`config.mk`:
```
export PLATFORM = sky130hd
export DESIGN_NAME = mrs_sha
export DESIGN_NICKNAME = d
export VERILOG_FILES = /design/src/hdl/mrs_pkg.sv /design/src/hdl/mrs_sha.sv
export SDC_FILE = /design/constraint.sdc
export NUM_CORES = 2
export LEC_CHECK = 0
export ABC_AREA = 1
export BUFFER_PORTS_ARGS = -buffer_cell sky130_fd_sc_hd__buf_2
export CORE_UTILIZATION = 44
export DETAILED_ROUTE_END_ITERATION = 7
export SLEW_MARGIN = 15
export SYNTH_ARGS = -nofsm -noshare
export SYNTH_HDL_FRONTEND = slang
export SYNTH_SLANG_ARGS = --single-unit
```
`constraint.sdc`:
```
create_clock -name clock -period 9.81 [get_ports clock]
set_input_delay 0.4905 -clock clock [delete_from_list [all_inputs] [get_ports clock]]
set_output_delay 0.4905 -clock clock [all_outputs]
set_load 0.05 [all_outputs]
```
`src/hdl/mrs_pkg.sv`:
```
`timescale 1ns / 1ps
`default_nettype none
package mrs_pkg;
   localparam int MaxLeaves = 1024;
   localparam int AddrW = $clog2(MaxLeaves);
   localparam int CountW = AddrW + 1;
   localparam logic OP_LEAF = 1'b0;
   localparam logic OP_FINISH = 1'b1;

   typedef logic [63:0] word_type;
   typedef logic [255:0] hash_type;

   typedef struct packed {
      logic start;
      hash_type left;
      hash_type right;
   } sha_req_type;

   typedef struct packed {
      logic done;
      hash_type digest;
   } sha_rsp_type;

   localparam logic [31:0] K_TAB [64] = '{
      32'h428a2f98,32'h71374491,32'hb5c0fbcf,32'he9b5dba5,32'h3956c25b,32'h59f111f1,
      32'h923f82a4,32'hab1c5ed5,32'hd807aa98,32'h12835b01,32'h243185be,32'h550c7dc3,
      32'h72be5d74,32'h80deb1fe,32'h9bdc06a7,32'hc19bf174,32'he49b69c1,32'hefbe4786,
      32'h0fc19dc6,32'h240ca1cc,32'h2de92c6f,32'h4a7484aa,32'h5cb0a9dc,32'h76f988da,
      32'h983e5152,32'ha831c66d,32'hb00327c8,32'hbf597fc7,32'hc6e00bf3,32'hd5a79147,
      32'h06ca6351,32'h14292967,32'h27b70a85,32'h2e1b2138,32'h4d2c6dfc,32'h53380d13,
      32'h650a7354,32'h766a0abb,32'h81c2c92e,32'h92722c85,32'ha2bfe8a1,32'ha81a664b,
      32'hc24b8b70,32'hc76c51a3,32'hd192e819,32'hd6990624,32'hf40e3585,32'h106aa070,
      32'h19a4c116,32'h1e376c08,32'h2748774c,32'h34b0bcb5,32'h391c0cb3,32'h4ed8aa4a,
      32'h5b9cca4f,32'h682e6ff3,32'h748f82ee,32'h78a5636f,32'h84c87814,32'h8cc70208,
      32'h90befffa,32'ha4506ceb,32'hbef9a3f7,32'hc67178f2};

   localparam logic [255:0] H_INIT = {32'h6a09e667,32'hbb67ae85,32'h3c6ef372,32'ha54ff53a,
      32'h510e527f,32'h9b05688c,32'h1f83d9ab,32'h5be0cd19};

   function automatic logic [31:0] rotr(input logic [31:0] x, input int n);
      rotr = (x >> n) | (x << (32 - n));
   endfunction
endpackage
`default_nettype wire

```
`src/hdl/mrs_sha.sv`:
```
`timescale 1ns / 1ps
`default_nettype none
module mrs_sha
   import mrs_pkg::*;
(
   input  wire logic        clock,
   input  wire logic        reset,
   input  wire sha_req_type req,
   output sha_rsp_type      rsp
);
   logic [31:0] w_ff [16];
   logic [31:0] w_in [16];
   logic [31:0] v_ff [8];
   logic [31:0] v_in [8];
   logic [255:0] st_ff, st_in;
   logic [6:0] rnd_ff, rnd_in;
   logic blk_ff, blk_in;
   logic busy_ff, busy_in;
   logic done_ff, done_in;

   logic [31:0] wt, s0, s1, t1, t2, wa, wb, ve, va;
   logic [255:0] st_sum;

   always_comb begin
      wa = w_ff[1];
      wb = w_ff[14];
      s0 = rotr(wa, 7) ^ rotr(wa, 18) ^ (wa >> 3);
      s1 = rotr(wb, 17) ^ rotr(wb, 19) ^ (wb >> 10);
      wt = (rnd_ff < 7'd16) ? w_ff[0] : (w_ff[0] + s0 + w_ff[9] + s1);
      ve = v_ff[4];
      va = v_ff[0];
      t1 = v_ff[7] + (rotr(ve, 6) ^ rotr(ve, 11) ^ rotr(ve, 25))
         + ((ve & v_ff[5]) ^ (~ve & v_ff[6])) + K_TAB[rnd_ff[5:0]] + wt;
      t2 = (rotr(va, 2) ^ rotr(va, 13) ^ rotr(va, 22))
         + ((va & v_ff[1]) ^ (va & v_ff[2]) ^ (v_ff[1] & v_ff[2]));
      for (int i = 0; i < 8; i++) begin
         st_sum[255 - 32*i -: 32] = st_ff[255 - 32*i -: 32] + v_ff[i];
      end
   end

   always_comb begin
      w_in = w_ff;
      v_in = v_ff;
      st_in = st_ff;
      rnd_in = rnd_ff;
      blk_in = blk_ff;
      busy_in = busy_ff;
      done_in = 1'b0;
      if (req.start) begin
         for (int i = 0; i < 8; i++) begin
            w_in[i] = req.left[255 - 32*i -: 32];
            w_in[8 + i] = req.right[255 - 32*i -: 32];
            v_in[i] = H_INIT[255 - 32*i -: 32];
         end
         st_in = H_INIT;
         rnd_in = '0;
         blk_in = 1'b0;
         busy_in = 1'b1;
      end else if (busy_ff) begin
         if (rnd_ff == 7'd64) begin
            if (!blk_ff) begin
               for (int i = 0; i < 16; i++) w_in[i] = '0;
               w_in[0] = 32'h80000000;
               w_in[15] = 32'd512;
               for (int i = 0; i < 8; i++) v_in[i] = st_sum[255 - 32*i -: 32];
               st_in = st_sum;
               rnd_in = '0;
               blk_in = 1'b1;
            end else begin
               st_in = st_sum;
               busy_in = 1'b0;
               done_in = 1'b1;
            end
         end else begin
            for (int i = 0; i < 15; i++) w_in[i] = w_ff[i + 1];
            w_in[15] = wt;
            v_in[7] = v_ff[6]; v_in[6] = v_ff[5]; v_in[5] = v_ff[4];
            v_in[4] = v_ff[3] + t1;
            v_in[3] = v_ff[2]; v_in[2] = v_ff[1]; v_in[1] = v_ff[0];
            v_in[0] = t1 + t2;
            rnd_in = rnd_ff + 7'd1;
         end
      end
   end

   always_ff @(posedge clock) begin
      w_ff <= w_in;
      v_ff <= v_in;
      st_ff <= st_in;
      if (reset) begin
         rnd_ff <= '0;
         blk_ff <= 1'b0;
         busy_ff <= 1'b0;
         done_ff <= 1'b0;
      end else begin
         rnd_ff <= rnd_in;
         blk_ff <= blk_in;
         busy_ff <= busy_in;
         done_ff <= done_in;
      end
   end

   assign rsp.done = done_ff;
   assign rsp.digest = st_ff;
endmodule
`default_nettype wire

```
==> results.tsv <==
stage	metric	value	unit
clocking	clk_lat worst skew	810	ps
critical_path	crit start category	register	
floorplanning	# rows	147	
finish	area of the multi-input gates	39900	um^2
timing	fmax	0.105	GHz
hold_path	worst min path class	input pin to register	
timing	clk_skew	50.2	ps
clocking	Root Driver	clkbuf_16	
finish	fillers	15300	
critical_path	critical path capture point type	register	
synth	cell count after synthesis	8715	
global_route	vias in the first global route	66300	
synth	EDFF count, synth	512	
global_route	initial antenna violation count	20	
clocking	CTS buffer count	119	
synth	main flop type after synthesis	dfxtp_1	
timing	Slew headroom	18.9	%
synth	register area share after synthesis	36.3	%
critical_path	Critical R2R Launch	wa[11]$_DFFE_PP_	
hold_path	min-delay src	req[439]	
finish	fin nets	10800	
routing	drt first pass iters	5	
timing	Slew Limit Fails	0	
routing	drt total wl	326000	um
floorplanning	Core ar.	161000	um^2
critical_path	Critical path origin	wa[11]$_DFFE_PP_	
clocking	Clock Pin Slew Worst Setup and Hold Paths	60	ps
timing	final hold violation count	0	
critical_path	crit-path max FO	6	
global_route	GR Util met3	6.60	%
floorplanning	I/O pins	772	
critical_path	Critical Path RT	10510	ps
finish	Reg area	25800	um^2
critical_path	Bufs and invs on worst path	7	
finish	share of layout cells above drive strength 1	13.4	%
global_route	Overall Global Routing Usage	38.4	%
placement	DP Cell Count	11400	
placement	Final Wtd Congestion	1.04	
routing	DRC	0	
timing	period utilisation layout	97.1	%
clocking	clock buffer depth	3	
floorplanning	Die X	404	um
synth	post-synthesis area per instance	8.17	um^2
global_route	met1 Use GR	46.7	%
synth	Netlist cell types	64	
finish	commonest non-fill, non-tap cells in the layout	nand2_1 (1512), inv_1 (1101), buf_2 (770)	
critical_path	Worst path top cell family by delay	adder cells	
synth	Cell Area, Synth	71200	um^2
job	MaxCap Viol Count	0	
placement	Post-DP HPWL	250000	um
critical_path	Setup Crit Path Kind	register to register	
status	outcome	completed	
routing	routed length per placed instance	27.3	um
floorplanning	Chip Height	404	um
routing	Final ANT Viol Nets	0	
floorplanning	Die Area	163000	um^2
finish	most common cell after layout, fill and taps aside	nand2_1	
synth	Yosys warning count	0	
clocking	clock sink total	1034	
synth	flops & latches, synth	1034	
global_route	Most Crowded Layer GR	met2	
critical_path	CP peak stage delay	600	ps
timing	Final min period	9530	ps
routing	routed vias	69700	
critical_path	Slowest-stage cell, CP	xor2_1	
floorplanning	Starting Density	44.3	%
finish	final instance count without filler cells	11900	
routing	post-DR vias/cell	5.84	
critical_path	Top cell by count, worst path	nand2_1	
timing	worst slew pin tran	1200	ps
global_route	largest net degree at the start of global routing	191	
placement	Buffers on Ports	771	
critical_path	Worst EP arrival	10230	ps
routing	Starting DRT DRC Count	7702	
synth	post-synthesis net count	9825	
global_route	first-pass GRT wire length	458000	um
finish	Syn-to-layout area delta	18.8	%
global_route	met2 GRT Util	62.9	%
clocking	Clock H-tree levels	3	
synth	post-synthesis async set-or-reset flop share	0	%
timing	final setup fails	0	
global_route	grt ovf	0	
clocking	CTS tree	done	
## registers in the layout (all words and copies together) (netlist names)
name and flops:
busy_ff 1, v_ff 192, ve 32, rnd_ff 7
va 32, w_ff 448, done_ff 1, wa 32
st_ff 256, wb 32, blk_ff 1
## area by class of cell
cell class	instances	share of cell area, %
sequential	1034	30.6
clock buffer	163	3.97
tap	2160	3.20
timing repair buffer	1217	9.42
clock inverter	61	0.585
antenna	18	0.0533
multi-input combinational	6162	47.2
inverter	1117	4.98
## per-stage QoR
| step | instance area (um^2) | setup slack [ps] | setup TNS [ps] | utilization (%) | hold slack, ps |
|---|---|---|---|---|---|
| after global routing | 84500 | -75.9 | -245 | 52.6 | 33.4 |
| after detailed placement | 77600 | 229 | 0 | 48.3 | 487 |
| after CTS | 84000 | 184 | 0 | 52.3 | 0.00921 |
| after floorplan | 71200 | 1320 | 0 | - | 452 |
| final | 84500 | 285 | 0 | 52.6 | 36.1 |
| after global placement | 77600 | 151 | 0 | 48.3 | 480 |
## metal layers
metal / wire length (um) / vias up
met1: 124000 / 33500
met2: 151000 / 3446
met5: 41 / -
li1: - / 31900
met4: 23600 / 6
met3: 27100 / 785
## cells in the mapped netlist (12+ instances only)
library cell	instances	area, um^2
nand3_1	365	1830
xor2_1	247	2160
o211ai_1	89	668
a21boi_0	21	158
buf_1	28	105
a21oi_1	688	3440
o21a_1	17	128
clkbuf_1	306	1150
ha_1	399	4990
o31ai_1	19	143
o2111ai_1	19	166
o21ai_0	634	3170
nor2_1	558	2090
dfxtp_1	522	10500
a22oi_1	23	173
o22ai_1	23	144
nor4_1	23	144
o21ai_1	20	100
edfxtp_1	512	15400
o221ai_1	19	166
inv_1	1105	4150
or2_2	59	369
xnor2_1	230	2010
buf_2	63	315
a21o_1	60	450
mux2_2	12	135
a22o_1	454	3980
nand2_1	1522	5710
o21bai_1	63	473
a221oi_1	86	753
nor3_1	100	500
a31oi_1	72	450
fa_1	196	3920
a211oi_1	19	143
nand4_1	52	325
## path summary, 6_finish.rpt
check	to	slack, ps	depth (start not counted)
worst max-delay path	va[31]$_SDFFE_PP0P_	280	40
worst min-delay path	w_ff[439]$_DFFE_PP_	40	2
worst min register to register	st_ff[98]$_SDFFE_PP1P_	500	2
worst max register to register	va[31]$_SDFFE_PP0P_	280	40
## logic make-up after synthesis
logic type / synth area share (%)
and+or+nand+nor: 15.7
adders and majority gates: 12.6
DFF: 36.3
xor gates and xnor gates: 5.87
buffers and inverters: 8.15
AOI/OAI and AO/OA: 21.2
muxes: 0.232
## repair_timing
action / CTS / global route
resized for setup: 0 / 97
hold buffers: 254 / 0
setup endpoints to repair: 0 / 20
buffers inserted: 0 / 21
endpoints found under the hold margin: 254 / 0
Power is left out: the tool's default activity adds up to more than one toggle a clock period on the data nets, which glitch-free logic cannot reach.
